--- src/isc_queue.sv ---
// Small flip-flop FIFO used between the scaler's stages.
module isc_queue #(
  parameter int Width = 32,
  parameter int Depth = 4
) (
  input  logic                       clk_i,
  input  logic                       rst_ni,
  input  logic                       push_i,
  input  logic [Width-1:0]           wdata_i,
  input  logic                       pop_i,
  output logic [Width-1:0]           rdata_o,
  output logic                       empty_o,
  output logic                       full_o,
  output logic [$clog2(Depth+1)-1:0] level_o
);

  localparam int PtrW = $clog2(Depth);
  localparam int LvlW = $clog2(Depth + 1);

  logic [Width-1:0] mem_q [Depth];
  logic [PtrW-1:0]  wr_ptr_q, wr_ptr_d, rd_ptr_q, rd_ptr_d;
  logic [LvlW-1:0]  level_q, level_d;
  logic             do_push, do_pop;

  assign do_push = push_i && !full_o;
  assign do_pop  = pop_i && !empty_o;

  always_comb begin
    wr_ptr_d = wr_ptr_q;
    rd_ptr_d = rd_ptr_q;
    level_d  = level_q;
    if (do_push) begin
      wr_ptr_d = (wr_ptr_q == PtrW'(Depth - 1)) ? '0 : wr_ptr_q + PtrW'(1);
    end
    if (do_pop) begin
      rd_ptr_d = (rd_ptr_q == PtrW'(Depth - 1)) ? '0 : rd_ptr_q + PtrW'(1);
    end
    if (do_push && !do_pop) begin
      level_d = level_q + LvlW'(1);
    end else if (do_pop && !do_push) begin
      level_d = level_q - LvlW'(1);
    end
  end

  always_ff @(posedge clk_i or negedge rst_ni) begin
    if (!rst_ni) begin
      wr_ptr_q <= '0;
      rd_ptr_q <= '0;
      level_q  <= '0;
    end else begin
      wr_ptr_q <= wr_ptr_d;
      rd_ptr_q <= rd_ptr_d;
      level_q  <= level_d;
    end
  end

  always_ff @(posedge clk_i) begin
    if (do_push) begin
      mem_q[wr_ptr_q] <= wdata_i;
    end
  end

  assign rdata_o = mem_q[rd_ptr_q];
  assign empty_o = (level_q == '0);
  assign full_o  = (level_q == LvlW'(Depth));
  assign level_o = level_q;

endmodule

--- config.mk ---
export PLATFORM = sky130hd
export DESIGN_NAME = isc_queue
export DESIGN_NICKNAME = d
export VERILOG_FILES = /design/src/isc_queue.sv
export SDC_FILE = /design/constraint.sdc
export NUM_CORES = 1
export LEC_CHECK = 0
export BUFFER_PORTS_ARGS = -buffer_cell sky130_fd_sc_hd__buf_2
export CAP_MARGIN = 20
export CORE_UTILIZATION = 40
export DETAILED_ROUTE_END_ITERATION = 12
export GPL_TIMING_DRIVEN = 0
export SYNTH_ARGS = -nofsm -noshare
export SYNTH_HDL_FRONTEND = slang
export SYNTH_SLANG_ARGS = --single-unit
--- constraint.sdc ---
create_clock -name clk_i -period 3.3 [get_ports clk_i]
set_input_delay 0.99 -clock clk_i [delete_from_list [all_inputs] [get_ports clk_i]]
set_output_delay 0.99 -clock clk_i [all_outputs]
set_load 0.02 [all_outputs]
==> results.py <==
metrics = {
    "status": {
        "status": "complete, no violations",
    },
    "synthesis": {
        "synth_top_area_share_pct": 75.59,
        "ys_ff_latch": 135,
        "avgSynthCellArea_sq_um": 24.80,
        "synth_area_sq_um": 5085,
        "synthCells": 205,
        "seq_area_frac_synth_pct": 79.04,
        "ys.warnings.count": 0,
        "synth_top_area_cell": "edfxtp_1",
        "yosysUniqueCellTypes": 21,
        "synth_nets": 248,
        "synth_area_leaders": "edfxtp_1, mux4_2, dfrtp_1",
    },
    "clock_network": {
        "ctsHoldBuffers": 0,
        "cts_setup_buffers": 0,
        "cts_htree_levels": 4,
        "cts-root-buf": "clkbuf_16",
        "cts_tree": "built",
        "cts_sinks": 135,
        "postCtsResizedCells": 0,
        "cts_buffer_depth": 2,
        "clk_pin_slew_ns": 0.05,
        "clk_latency_ns": 0.42,
        "cts_buffers": 17,
    },
    "timing": {
        "worst_pin_slew_ns": 0.8689,
        "rsz0062_at_grt": "false",
        "slew_violations": 0,
        "fin_crit_sh_pct": 88.96,
        "setup_violations": 0,
        "final_hold_viol_count": 0,
        "finClkSkew_ns": 0.008383,
        "slew_headroom_pct": 42.08,
        "fmax_mhz": 340.7,
        "fin_crit_ns": 2.936,
    },
    "detailed_routing": {
        "first_pass_iters": 4,
        "drtIter0Drc": 188,
        "route.detailed.drc": 0,
        "routed_wl_microns": 8669,
        "avgViaCountPerCell": 4.902,
        "wl_per_cell_microns": 18.06,
        "num_vias": 2353,
        "ant_nets": 0,
    },
    "critical_path": {
        "cp_common_cell": "buf_2",
        "critPathKind": "reg2out",
        "cp_max_fo": 10,
        "arrival_ns": 1.95,
        "critPathMaxStageDelay_ns": 0.38,
        "cp_cell_sequence": "clkbuf_1 -> buf_2 -> mux4_2 -> buf_2",
        "ff2ff_setup_slack_ns": 1.18,
        "cp_slowest_cell": "mux4_2",
        "endpoint_kind": "output pin",
        "cp_data_required_time_ns": 2.31,
        "worstRegToRegCells": 7,
        "critPathLaunchType": "register",
        "worstReg2RegEnd": "level_o[2]$_DFFE_PN0P_",
        "timing.rr.start": "level_o[0]$_DFFE_PN0P_",
    },
    "floorplan": {
        "io_pins": 73,
        "dieArea_sq_um": 13170,
        "rows": 40,
        "initial_core_util_pct": 41.64,
        "die_x_microns": 114.8,
        "fp.coreArea_sq_um": 12210,
        "die_y_microns": 114.8,
    },
    "worst_hold_path": {
        "hold_path.class": "in2async",
    },
    "power_and_ir_drop": {
        "p_leak_uw": 0.002244,
        "power.density_nw_per_um2": 965.8,
        "peakVddDrop_mv": 0.5143,
    },
    "global_route": {
        "first_global_vias": 2577,
        "antenna_found_initial": 0,
        "grt.total_usage_pct": 15.18,
        "grt_max_degree": 33,
        "overflow": 0,
        "grt_pass1_wl_microns": 13590,
    },
    "final_layout": {
        "final_area_sq_um": 6329,
        "area_delta_synth_final_pct": 24.46,
        "n_antenna_cell": 0,
        "final_cell_mix": "edfxtp_1, buf_2, mux4_2, clkbuf_16",
        "post-route-util_pct": 51.82,
        "n_fill_cell": 1009,
        "final_common_cell": "edfxtp_1",
        "final_layout_size_suffix_gt1_share_pct": 47.76,
        "nets": 342,
    },
    "placement": {
        "globalplace.congestion": 0.6179,
        "placed_area_sq_um": 5749,
        "dpl.hpwl_microns": 5437,
        "port-buffer-count": 72,
    },
    "flow_run": {
        "max-cap-violations": 0,
    },
}
## synth_stat cells
cell	instances
xor2_1	2
nand2_1	1
fa_1	1
clkbuf_1	1
and2_1	3
dfrtp_1	7
mux2_4	2
edfxtp_1	128
xnor2_1	1
mux2_1	2
buf_2	3
mux4_2	32
a21o_1	1
nor2_1	3
ha_1	6
nor2b_4	1
buf_6	4
nor3_1	2
o31ai_2	1
nor3b_4	1
inv_1	3
## state kept, by name, indices dropped and copies added (netlist names)
name      count
mem_q       128
level_o       3
rd_ptr_q      2
wr_ptr_q      2
## where the power goes
group	internal (uW)	switching, uW
sequential	2270	122
combinational	834	1090
clock	1180	619
## critical path, delay by kind of cell, from the launching register on
family / cells / cell delay [ns]
flip-flops: 1 / 0.35
multiplexers: 1 / 0.38
buffers and inverters: 3 / 0.81
## metal layers
layer	routed length [microns]	GRT usage [%]
met3	481	6.062
met5	0	0
met2	4247	24.04
met1	3725	17.73
met4	215	8.658
## cell families after synthesis
family | after synthesis | synth area share [%]
compound gates | 2 | 0.3937
xor+xnor | 3 | 0.5168
fa+ha+maj | 7 | 1.870
buf+inv | 11 | 1.476
flops | 135 | 79.04
mux | 36 | 15.21
simple gates | 11 | 1.501
## metrics by stage
step                worst slack [ns]  std cells  hold slack (ns)  TNS (ns)  power (uW)
CTS                           0.3156        480           0.3884         0        6215
finish                        0.3645        480           0.4020         0        6112
global route                  0.2358        480           0.3923         0        6413
global placement             -0.7598        445           0.5508    -24.25        4314
floorplan                     0.4801        205           0.5348         0        3750
detailed placement            0.7705        448           0.5736         0        4406
## worst max path at each step
stage	endpoint	cells past startpoint	startpoint
floorplan	mem_q[3][0]$_DFFE_PP_	2	push_i
global placement	mem_q[3][26]$_DFFE_PP_	3	push_i
detailed placement	rdata_o[5]	4	rd_ptr_q[1]$_DFFE_PN0P_
CTS	rdata_o[5]	4	rd_ptr_q[1]$_DFFE_PN0P_
global route	rdata_o[6]	4	rd_ptr_q[1]$_DFFE_PN0P_
finish	rdata_o[12]	4	rd_ptr_q[1]$_DFFE_PN0P_
## area by class of cell
type / instances / area (sq um) / share of cell area [%]
Clock buffer: 30 / 544.3 / 8.600
Timing Repair Buffer: 75 / 442.9 / 6.999
Multi-Input combinational cell: 59 / 1002 / 15.84
Tap cell: 168 / 210.2 / 3.321
Buffer: 8 / 63.81 / 1.008
Inverter: 3 / 11.26 / 0.1779
Sequential cell: 135 / 4019 / 63.50
Clock inverter: 2 / 35.03 / 0.5536
Power figures use the tool's default switching activity.
