===== config.mk =====
export PLATFORM = sky130hd
export DESIGN_NAME = isc_back
export DESIGN_NICKNAME = d
export VERILOG_FILES = /design/src/isc_pkg.sv /design/src/isc_back.sv
export SDC_FILE = /design/constraint.sdc
export NUM_CORES = 1
export LEC_CHECK = 0
export BUFFER_PORTS_ARGS = -buffer_cell sky130_fd_sc_hd__clkbuf_2
export CORE_MARGIN = 10
export CORE_UTILIZATION = 55
export CTS_BUF_LIST = sky130_fd_sc_hd__clkbuf_8
export CTS_CLUSTER_DIAMETER = 120
export DETAILED_ROUTE_END_ITERATION = 12
export PLACE_DENSITY_LB_ADDON = 0.12
export SLEW_MARGIN = 5
export SYNTH_ARGS = -nofsm -noshare
export SYNTH_HDL_FRONTEND = slang
export SYNTH_SLANG_ARGS = --single-unit

===== constraint.sdc =====
create_clock -name clk_i -period 18.4 [get_ports clk_i]
set_input_delay 1.84 -clock clk_i [delete_from_list [all_inputs] [get_ports clk_i]]
set_output_delay 1.84 -clock clk_i [all_outputs]
set_load 0.1 [all_outputs]

===== src/isc_pkg.sv =====
// Shared types, constants and pixel arithmetic of the interpolated 2x scaler.
package isc_pkg;

  localparam int MaxWidthDefault  = 512;
  localparam int MaxHeightDefault = 512;
  localparam int QueueDepth       = 4;
  localparam int OutDepth         = 2;

  localparam int PixW    = 32;
  localparam int SrcIdxW = 9;
  localparam int CfgDimW = 10;
  localparam int CfgFmtW = 2;
  localparam int CfgIdxW = 2;
  localparam int GrpN    = 4;

  // Configuration register indexes.
  localparam logic [CfgIdxW-1:0] CfgPixelFormat = 2'd0;
  localparam logic [CfgIdxW-1:0] CfgFrameWidth  = 2'd1;
  localparam logic [CfgIdxW-1:0] CfgFrameHeight = 2'd2;

  // Pixel format codes; any other code is 32-bit.
  localparam logic [CfgFmtW-1:0] FmtRgb555 = 2'd0;
  localparam logic [CfgFmtW-1:0] FmtRgb565 = 2'd1;
  localparam logic [CfgFmtW-1:0] Fmt32     = 2'd2;

  localparam logic [CfgFmtW-1:0] FmtReset    = FmtRgb565;
  localparam logic [CfgDimW-1:0] WidthReset  = 10'd320;
  localparam logic [CfgDimW-1:0] HeightReset = 10'd224;

  localparam logic [PixW-1:0] MaskRgb555 = 32'h0000_3DEF;
  localparam logic [PixW-1:0] MaskRgb565 = 32'h0000_7BEF;
  localparam logic [PixW-1:0] Mask32     = 32'h7F7F_7F7F;

  // Group slots of one source pixel, in output order.
  localparam int GrpUpLeft   = 0;  // (col-1, row-1)
  localparam int GrpUpEdge   = 1;  // (col,   row-1), right edge
  localparam int GrpLeftLast = 2;  // (col-1, row),   bottom row
  localparam int GrpCorner   = 3;  // (col,   row),   last pixel of frame

  // Everything the back end needs to emit the groups of one source pixel.
  typedef struct packed {
    logic [GrpN-1:0]    grp_mask;
    logic [SrcIdxW-1:0] col;
    logic [SrcIdxW-1:0] col_m1;
    logic [SrcIdxW-1:0] row;
    logic [SrcIdxW-1:0] row_m1;
    logic [PixW-1:0]    pix;
    logic [PixW-1:0]    up;
    logic [PixW-1:0]    left;
    logic [PixW-1:0]    up_left;
  } grp_bundle_t;

  typedef struct packed {
    logic [SrcIdxW-1:0] src_col;
    logic [SrcIdxW-1:0] src_row;
    logic [PixW-1:0]    top_left;
    logic [PixW-1:0]    top_right;
    logic [PixW-1:0]    bottom_left;
    logic [PixW-1:0]    bottom_right;
    logic               last_in_run;
  } result_t;

  function automatic logic [PixW-1:0] fmt_mask(input logic [CfgFmtW-1:0] fmt);
    logic [PixW-1:0] m;
    m = Mask32;
    if (fmt == FmtRgb555) m = MaskRgb555;
    else if (fmt == FmtRgb565) m = MaskRgb565;
    return m;
  endfunction

  function automatic logic [PixW-1:0] halve(input logic [PixW-1:0] v,
                                            input logic [PixW-1:0] m);
    return (v >> 1) & m;
  endfunction

  function automatic logic [PixW-1:0] mix(input logic [PixW-1:0] a,
                                          input logic [PixW-1:0] b,
                                          input logic [PixW-1:0] m);
    return halve(a, m) + halve(b, m);
  endfunction

endpackage


===== src/isc_back.sv =====
// Back end: walk the groups of one bundle and blend each into a result item.
module isc_back (
  input  logic                     clk_i,
  input  logic                     rst_ni,
  input  logic [isc_pkg::PixW-1:0] mask_i,
  input  logic                     bnd_valid_i,
  input  isc_pkg::grp_bundle_t     bnd_i,
  output logic                     bnd_pop_o,
  input  logic                     res_ready_i,
  output logic                     res_push_o,
  output isc_pkg::result_t         res_o
);

  logic [isc_pkg::GrpN-1:0] done_q, done_d, pending, sel, rest;
  logic                     fire, last;
  logic [isc_pkg::PixW-1:0] c, r, d, dr, cr;
  logic [isc_pkg::SrcIdxW-1:0] col, row;

  assign pending = bnd_i.grp_mask & ~done_q;

  // Oldest pending group first.
  always_comb begin
    sel = '0;
    priority if (pending[isc_pkg::GrpUpLeft])   sel[isc_pkg::GrpUpLeft]   = 1'b1;
    else if     (pending[isc_pkg::GrpUpEdge])   sel[isc_pkg::GrpUpEdge]   = 1'b1;
    else if     (pending[isc_pkg::GrpLeftLast]) sel[isc_pkg::GrpLeftLast] = 1'b1;
    else                                        sel[isc_pkg::GrpCorner]   = 1'b1;
  end

  assign rest = pending & ~sel;
  assign last = (rest == '0);
  assign fire = bnd_valid_i && res_ready_i;

  always_comb begin
    c   = bnd_i.pix;
    r   = bnd_i.pix;
    d   = bnd_i.pix;
    dr  = bnd_i.pix;
    col = bnd_i.col;
    row = bnd_i.row;
    unique case (1'b1)
      sel[isc_pkg::GrpUpLeft]: begin
        c   = bnd_i.up_left;
        r   = bnd_i.up;
        d   = bnd_i.left;
        col = bnd_i.col_m1;
        row = bnd_i.row_m1;
      end
      sel[isc_pkg::GrpUpEdge]: begin
        c   = bnd_i.up;
        r   = bnd_i.up;
        row = bnd_i.row_m1;
      end
      sel[isc_pkg::GrpLeftLast]: begin
        c   = bnd_i.left;
        d   = bnd_i.left;
        col = bnd_i.col_m1;
      end
      default: begin
      end
    endcase
  end

  assign cr = isc_pkg::mix(c, r, mask_i);

  always_comb begin
    res_o              = '0;
    res_o.src_col      = col;
    res_o.src_row      = row;
    res_o.top_left     = c;
    res_o.top_right    = cr;
    res_o.bottom_left  = isc_pkg::halve(isc_pkg::mix(c, d, mask_i), mask_i);
    res_o.bottom_right = isc_pkg::halve(
                           isc_pkg::mix(cr, isc_pkg::mix(d, dr, mask_i), mask_i), mask_i);
    res_o.last_in_run  = last;
  end

  assign res_push_o = fire;
  assign bnd_pop_o  = fire && last;

  always_comb begin
    done_d = done_q;
    if (fire) begin
      done_d = last ? '0 : (done_q | sel);
    end
  end

  always_ff @(posedge clk_i or negedge rst_ni) begin
    if (!rst_ni) begin
      done_q <= '0;
    end else begin
      done_q <= done_d;
    end
  end

endmodule


==> results.rst, run 1 <==
.. list-table::
   :header-rows: 1

   * - Metric
     - Value
   * - Per-instance average area after synthesis
     - 6.443 um2
   * - Number of distinct library cells after synthesis
     - 70
   * - Initial Util
     - 0.5633
   * - Synthesis-to-layout area growth
     - 21.11%
   * - Global placement routability congestion
     - 1.072
   * - Kind of end point of the critical path
     - output pin
   * - Clock edge transition at the registers on the reported setup and hold paths
     - 0.04 ns
   * - Ratio of final minimum period to clock period
     - 0.6047
   * - Number of vias per cell after detailed routing
     - 6.134
   * - Number of buffers added by the clock tree synthesis step
     - 3
   * - Most frequently used flop master after synthesis
     - dfrtp_1
   * - Headroom to the max-slew limit
     - 0.2048
   * - DR DRC count
     - 0
   * - Crit path DAT
     - 9.29 ns
   * - Maximum number of pins on one net before global-route repair
     - 42
   * - Placed instance count
     - 1984
   * - Flop and latch count out of synthesis
     - 4
   * - Area of the die
     - 22670 um2
   * - Yosys synthesis warning count
     - 0
   * - Vias in the first global route
     - 11730
   * - Run status
     - finished, final reports clean
   * - Static Leakage
     - 6.185 nW
   * - Wire length of the first global-routing pass
     - 60780 um
   * - Worst hold path class
     - reg -> reg
   * - Required time reported for the critical path endpoint
     - 16.56 ns
   * - Placement Rows
     - 47
   * - Antenna cells
     - 0
   * - Net count, final
     - 2098
   * - Port-buffer cells
     - 349
   * - Ratio of cells with drive above 1 in the final layout
     - 0.2184
   * - Setup slack of the worst register-to-register path
     - 15.79 ns
   * - Final setup violation count
     - 0
   * - Area of the core
     - 16640 um2
   * - Maximum capacitance violations
     - 0
   * - Die Span Y
     - 150.6 um
   * - Final Max Tran Viols
     - 0
   * - CTS tree
     - built
   * - Post-Route Skew
     - 0.002821 ns
   * - Antenna violations before repair
     - 1
   * - CP max FO
     - 41
   * - Buffers inserted by post-CTS timing repair
     - 0
   * - Total negative slack for setup checks
     - 0 ns
   * - Post-cts repair resize count
     - 0
   * - Global Route Usage Sum
     - 0.3298
   * - Count of non-filler cells in the finished layout
     - 1987
   * - Critical path startpoint category
     - input pin
   * - Total gr overflow
     - 0
   * - CTS root buffer
     - clkbuf_8
   * - Mean routed wirelength per cell
     - 20.32 um
   * - Total standard cell area after synthesis
     - 9375 um2
   * - Number of hold buffers added after CTS
     - 0
   * - Post-layout minimum cycle time
     - 11.13 ns
   * - Endpoints failing hold
     - 0
   * - Number of flip-flops in the largest register
     - 4
   * - Number of sinks handled by clock tree synthesis
     - 4
   * - Pre-CTS WS
     - 7.585 ns
   * - Gate count after technology mapping
     - 1455
   * - Longest Clk Path Bufs
     - 2
   * - Number of antenna-violating nets in the routed design
     - 0
   * - DP HPWL
     - 33890 um
   * - Number of top-level pins
     - 353
   * - Peak supply drop
     - 0.0001218 V
   * - Initial DRT Pass Iterations
     - 9
   * - Largest registers
     - done_q x4
   * - Actual transition at the worst max-transition pin
     - 1.188 ns
   * - Die X-Extent
     - 150.6 um
   * - RSZ-0062 raised after global routing
     - no
   * - Via Count
     - 12190
   * - Number of DRC markers in iteration 0
     - 983
   * - Drt total wl
     - 40380 um
   * - EDFF count, synth
     - 0
   * - Register ranked first by flip-flop count
     - done_q
   * - Critical Setup Path Class
     - in -> out
   * - Maximum level of the CTS H-tree
     - 1
   * - Power density of the placed cells
     - 135.7 nW/um2
   * - Count of fill cells added during filler insertion
     - 1589
   * - Timing-limited maximum frequency
     - 89.88 MHz
   * - Skew-Pair Late Insertion Delay
     - 0.22 ns
   * - Post-synthesis sequential area ratio
     - 0.01068
   * - Final Worst Setup Slack
     - 7.274 ns
   * - Post-synth ARST share
     - 1.000
## power by group
group	internal, mW	switching, mW
Clock	0.0140	0.00497
Combinational	0.331	1.18
Sequential	0.0117	0.00239
Total	0.357	1.18
## per-stage QoR
stage               utilization  hold WS, ns  total power, mW  area (um2)
floorplan                     -       0.4634            1.216        9379
global route             0.6823       0.5427            1.614       11350
global placement         0.6798       0.4875            1.495       11310
CTS                      0.6823       0.5044            1.528       11350
finish                   0.6823       0.5011            1.541       11350
detailed placement       0.6798       0.4984            1.504       11310
## critical path, stage by stage
cell	delay [ns]
clkbuf_2	0.11
nand2b_2	0.06
buf_4	0.48
nand2_2	0.11
nor2_1	0.92
a222oi_1	0.28
nand2_1	0.14
and2_1	0.22
ha_1	0.27
a211oi_1	0.33
o21ai_0	0.28
or4b_4	0.29
a31oi_1	0.12
a211oi_2	0.57
o21ai_1	0.21
a31oi_1	0.24
xnor2_1	0.12
and2_1	0.17
ha_1	0.35
a21o_1	0.18
a21o_1	0.19
a21o_1	0.19
a21o_1	0.20
a221o_1	0.37
a41oi_1	0.28
xnor2_1	0.14
and2_1	0.15
clkbuf_2	0.45
## routing by layer
metal / vias to the layer above / GRT usage / wire (um)
li1: 5903 / - / -
met1: 5494 / 0.3942 / 15680
met2: 692 / 0.5485 / 18070
met3: 97 / 0.09034 / 4976
met4: 2 / 0.1273 / 1651
met5: - / 0 / 8
## final timing paths
check | endpoint | start | cells after the start
hold reg to reg | done_q[3] | done_q[3] | 2
setup reg to reg | done_q[2] | done_q[0] | 7
hold / removal | done_q[3] | done_q[3] | 2
setup / recovery | res_o[29] | bnd_i[164] | 28
max in group asynchronous | done_q[1] | rst_ni | 1
min in group asynchronous | done_q[3] | rst_ni | 1
## cells in the final DEF (no fill, tap or decap), drive strengths merged, types with 7 or more instances in the layout
cell type,Yosys,final
nand2b,31,31
o21a,18,18
a21boi,58,58
o31ai,15,15
o21ai,68,68
nand4,17,17
nand2,267,267
o22ai,40,40
nor3b,7,7
nor2b,23,23
nor3,19,19
and2,150,150
nor2,74,74
clkbuf,40,352
nand3,16,16
xnor2,65,65
xor2,27,27
and3,12,12
o21bai,10,10
o211ai,9,9
inv,38,38
ha,121,121
mux2i,9,9
a21o,57,57
a211oi,18,18
a31oi,19,19
buf,13,12
a222oi,13,13
a21oi,130,130
## layout make-up
| cell class | instances | area [um2] | area share |
|---|---|---|---|
| tap | 220 | 275.3 | 0.02424 |
| inverter | 38 | 142.6 | 0.01256 |
| multi-input combinational | 1361 | 8959 | 0.7890 |
| clock buffer | 3 | 41.29 | 0.003636 |
| sequential | 4 | 100.1 | 0.008815 |
| timing repair buffer | 361 | 1837 | 0.1618 |
## kinds of logic after synthesis
group	synth area share
multiplexers	0.009609
AO/OA/AOI/OAI	0.3509
other	0.0004000
AND/OR/NAND/NOR	0.3335
XOR/XNOR	0.08675
flip-flops	0.01068
buffers and inverters	0.03817
adder cells (fa/ha/maj)	0.1700
## cell usage after synthesis, drive strengths merged, types with 5 or more instances
| master | number | share of area |
|---|---|---|
| a221oi | 5 | 0.0053 |
| nand3 | 16 | 0.0085 |
| mux2i | 9 | 0.0096 |
| nand4 | 17 | 0.011 |
| nor3b | 7 | 0.0056 |
| ha | 121 | 0.16 |
| a211o | 6 | 0.0056 |
| inv | 38 | 0.015 |
| a21boi | 58 | 0.046 |
| clkbuf | 40 | 0.016 |
| nor2 | 74 | 0.030 |
| nor2b | 23 | 0.015 |
| xnor2 | 65 | 0.062 |
| a31oi | 19 | 0.013 |
| o31ai | 15 | 0.014 |
| a21o | 57 | 0.046 |
| and2 | 150 | 0.10 |
| nor3 | 19 | 0.010 |
| a211oi | 18 | 0.015 |
| o21ai | 68 | 0.036 |
| and3 | 12 | 0.0080 |
| o211ai | 9 | 0.0072 |
| nand2 | 267 | 0.11 |
| a21oi | 130 | 0.069 |
| o22ai | 40 | 0.027 |
| o21bai | 10 | 0.0080 |
| xor2 | 27 | 0.025 |
| o21a | 18 | 0.014 |
| a222oi | 13 | 0.014 |
| buf | 13 | 0.0069 |
| nand2b | 31 | 0.021 |
Power figures use the tool's default switching activity.
==> run 2, diff against run 1 <==
--- a/config.mk
+++ b/config.mk
@@ -7,7 +7,7 @@
 export LEC_CHECK = 0
 export BUFFER_PORTS_ARGS = -buffer_cell sky130_fd_sc_hd__clkbuf_2
 export CORE_MARGIN = 10
-export CORE_UTILIZATION = 55
+export CORE_UTILIZATION = 53
 export CTS_BUF_LIST = sky130_fd_sc_hd__clkbuf_8
 export CTS_CLUSTER_DIAMETER = 120
 export DETAILED_ROUTE_END_ITERATION = 12
==> constraint.sdc (replaced) <==
create_clock -name clk_i -period 10.55 [get_ports clk_i]
set_input_delay 1.055 -clock clk_i [delete_from_list [all_inputs] [get_ports clk_i]]
set_output_delay 1.055 -clock clk_i [all_outputs]
set_load 0.1 [all_outputs]
==> results.rst, run 2 (synthesis gave the netlist of run 1 again) <==
.. list-table::
   :header-rows: 1

   * - Metric
     - Value
   * - Run status
     - finished, final reports clean
   * - Flop pwr share
     - 0.009 (about the same)
   * - Global Route Usage Sum
     - 0.3239 (-0.005856)
   * - Count of fill cells added during filler insertion
     - 1656 (+4.2%)
   * - Antenna cells
     - 0 (unchanged)
   * - Number of antenna-violating nets in the routed design
     - 0 (unchanged)
   * - Endpoints failing hold
     - 0 (unchanged)
   * - Number of buffers added by the clock tree synthesis step
     - 3 (unchanged)
   * - CTS tree
     - built
   * - Number of flip-flops in the largest register
     - 4 (unchanged)
   * - Count of non-filler cells in the finished layout
     - 1994 (+0.35%)
   * - Number of DRC markers in iteration 0
     - 1171 (+19%)
   * - Ratio of final minimum period to clock period
     - 0.9005
   * - Peak supply drop
     - 0.0003066 V (+150%)
   * - Power share of the combinational group
     - 0.979 (about the same)
   * - Total gr overflow
     - 0 (unchanged)
   * - Critical path startpoint category
     - input pin
   * - Post-layout minimum cycle time
     - 9.500 ns
   * - Headroom to the max-slew limit
     - 0.1721 (-0.03267)
   * - Vias in the first global route
     - 11690 (-0.30%)
   * - Drt total wl
     - 41100 um (+1.8%)
   * - RSZ-0062 raised after global routing
     - no
   * - Critical Setup Path Class
     - in -> out
   * - Skew-Pair Late Insertion Delay
     - 0.22 ns (about the same)
   * - Power density of the placed cells
     - 236.6 nW/um2 (+74%)
   * - Die Span Y
     - 153 um (+1.6%)
   * - Number of hold buffers added after CTS
     - 0 (unchanged)
   * - Initial Util
     - 0.5420 (-0.02131)
   * - Via Count
     - 12200 (+0.098%)
   * - Internal Pwr Total
     - 654.0 uW (+83%)
   * - Wire length of the first global-routing pass
     - 63570 um (+4.6%)
   * - Placement Rows
     - 48 (+2.1%)
   * - Initial DRT Pass Iterations
     - 6 (-3)
   * - DP HPWL
     - 34750 um (+2.5%)
   * - Setup slack of the worst register-to-register path
     - 7.72 ns (-8.07 ns)
   * - Kind of end point of the critical path
     - output pin
   * - Number of vias per cell after detailed routing
     - 6.118 (-0.25%)
   * - Total negative slack for setup checks
     - 0 ns (unchanged)
   * - Switch Pwr
     - 2.081 mW (+76%)
   * - Final Worst Setup Slack
     - 1.050 ns (-6.224 ns)
   * - Static Leakage
     - 6.259 nW (+1.2%)
   * - Final hold slack
     - 0.5418 ns (+0.04070 ns)
   * - Commonest non-fill, non-tap cell in the layout
     - clkbuf_2
   * - Timing-limited maximum frequency
     - 105.3 MHz
   * - Final setup violation count
     - 0 (unchanged)
   * - Largest registers
     - done_q x4
   * - Post-Route Skew
     - 0.004594 ns (+0.001773 ns)
   * - Actual transition at the worst max-transition pin
     - 1.237 ns (+0.04883 ns)
   * - Maximum capacitance violations
     - 0 (unchanged)
   * - Pre-CTS WS
     - 1.391 ns (-6.193 ns)
   * - Final Max Tran Viols
     - 0 (unchanged)
   * - Post-cts repair resize count
     - 0 (unchanged)
   * - Die X-Extent
     - 153 um (+1.6%)
   * - DR DRC count
     - 0 (unchanged)
   * - Synthesis-to-layout area growth
     - 23.32%
   * - Post-layout utilization of the core
     - 0.6684 (-0.01388)
   * - CP max FO
     - 40 (-2.4%)
   * - Buffers inserted by post-CTS timing repair
     - 0 (unchanged)
   * - Number of sinks handled by clock tree synthesis
     - 4 (unchanged)
   * - Register ranked first by flip-flop count
     - done_q
   * - Area of the core
     - 17300 um2 (+3.9%)
   * - Mean routed wirelength per cell
     - 20.61 um (+1.4%)
   * - CTS root buffer
     - clkbuf_8
   * - Maximum number of pins on one net before global-route repair
     - 41 (-2.4%)
   * - Most used cells in the layout excluding fill and tap cells
     - 337 x clkbuf_2, 265 x nand2_1, 150 x and2_1
   * - Antenna violations before repair
     - 1 (unchanged)
   * - Net count, final
     - 2100 (+0.095%)
   * - Placed instance count
     - 1991 (+0.35%)
   * - Clock edge transition at the registers on the reported setup and hold paths
     - 0.03 ns (about the same)
   * - Number of top-level pins
     - 353 (unchanged)
   * - Crit path DAT
     - 8.45 ns (-0.84 ns)
   * - Worst hold path class
     - reg -> reg
   * - Cell at the slowest stage of the critical path
     - nand3_1
   * - Ratio of cells with drive above 1 in the final layout
     - 0.2272 (+0.008798)
   * - Share of power burned in the clock network
     - 0.012 (about the same)
   * - Switching Fraction
     - 0.7609 (-0.007761)
   * - Most numerous cell on the critical path
     - inv_1
   * - Required time reported for the critical path endpoint
     - 9.50 ns (-7.06 ns)
   * - Port-buffer cells
     - 349 (unchanged)
   * - Global placement routability congestion
     - 1.031 (-3.9%)
   * - Area of the die
     - 23410 um2 (+3.3%)
   * - Maximum level of the CTS H-tree
     - 1 (unchanged)
   * - Worst stage delay on the critical path
     - 0.79 ns (-0.13 ns)
   * - Longest Clk Path Bufs
     - 2 (unchanged)
## run 2: changes by cell type in the layout (fill, tap and decap cells not counted), moves of 4 or more
| cell | delta |
|---|---|
| buf_12 | +7 |
| xnor2_1 | -4 |
| buf_4 | +7 |
| a21oi_1 | -10 |
| xnor2_2 | +4 |
| a21oi_2 | +10 |
| clkbuf_2 | -12 |
## run 2: cell type report
cell class                      instances  area [um2]  share of cell area
Inverter                               38       142.6             0.01234
Timing Repair Buffer                  363        1969              0.1703
Multi-Input combinational cell       1361        9026              0.7807
Sequential cell                         4       100.1            0.008658
Clock buffer                            3       41.29            0.003571
Tap cell                              225       281.5             0.02435
## run 2: stage by stage
| stage | total power [mW] | instance area, um2 |
|---|---|---|
| floorplan | 2.134 | 9447 |
| global placement | 2.658 | 11520 |
| detailed placement | 2.674 | 11520 |
| CTS | 2.715 | 11560 |
| global route | 2.866 | 11560 |
| finish | 2.735 | 11560 |
## run 2: worst max-delay path: cells and delay by family
| kind | cells | cell delay, ns |
|---|---|---|
| xor gates and xnor gates | 2 | 0.28 |
| buffers and inverters | 6 | 1.06 |
| AOI/OAI and AO/OA | 9 | 3.47 |
| adders and majority gates | 3 | 0.77 |
| and+or+nand+nor | 8 | 1.78 |
## run 2: final timing paths
kind	startpoint	to	cells past startpoint
max in group asynchronous	rst_ni	done_q[1]	1
hold / removal	done_q[1]	done_q[1]	2
min in group asynchronous	rst_ni	done_q[0]	1
hold reg to reg	done_q[1]	done_q[1]	2
setup / recovery	bnd_i[164]	res_o[27]	28
setup reg to reg	done_q[0]	done_q[3]	7
## run 2: routing by layer
| metal | GRT usage | vias up | wire [um] |
|---|---|---|---|
| met3 | 0.07576 | 71 | 4642 |
| li1 | - | 5905 | - |
| met1 | 0.4103 | 5538 | 16640 |
| met5 | 0 | - | 13 |
| met4 | 0.07039 | 2 | 947 |
| met2 | 0.5443 | 684 | 18860 |
## run 2: power groups by stage
stage | Clock [mW] | Combinational (mW) | Sequential, mW
after floorplan | 0 | 2.11 | 0.0233
after global placement | 0 | 2.63 | 0.0243
after detailed placement | 0 | 2.65 | 0.0246
after CTS | 0.0323 | 2.66 | 0.0246
after global routing | 0.0334 | 2.81 | 0.0254
final | 0.0328 | 2.68 | 0.0249
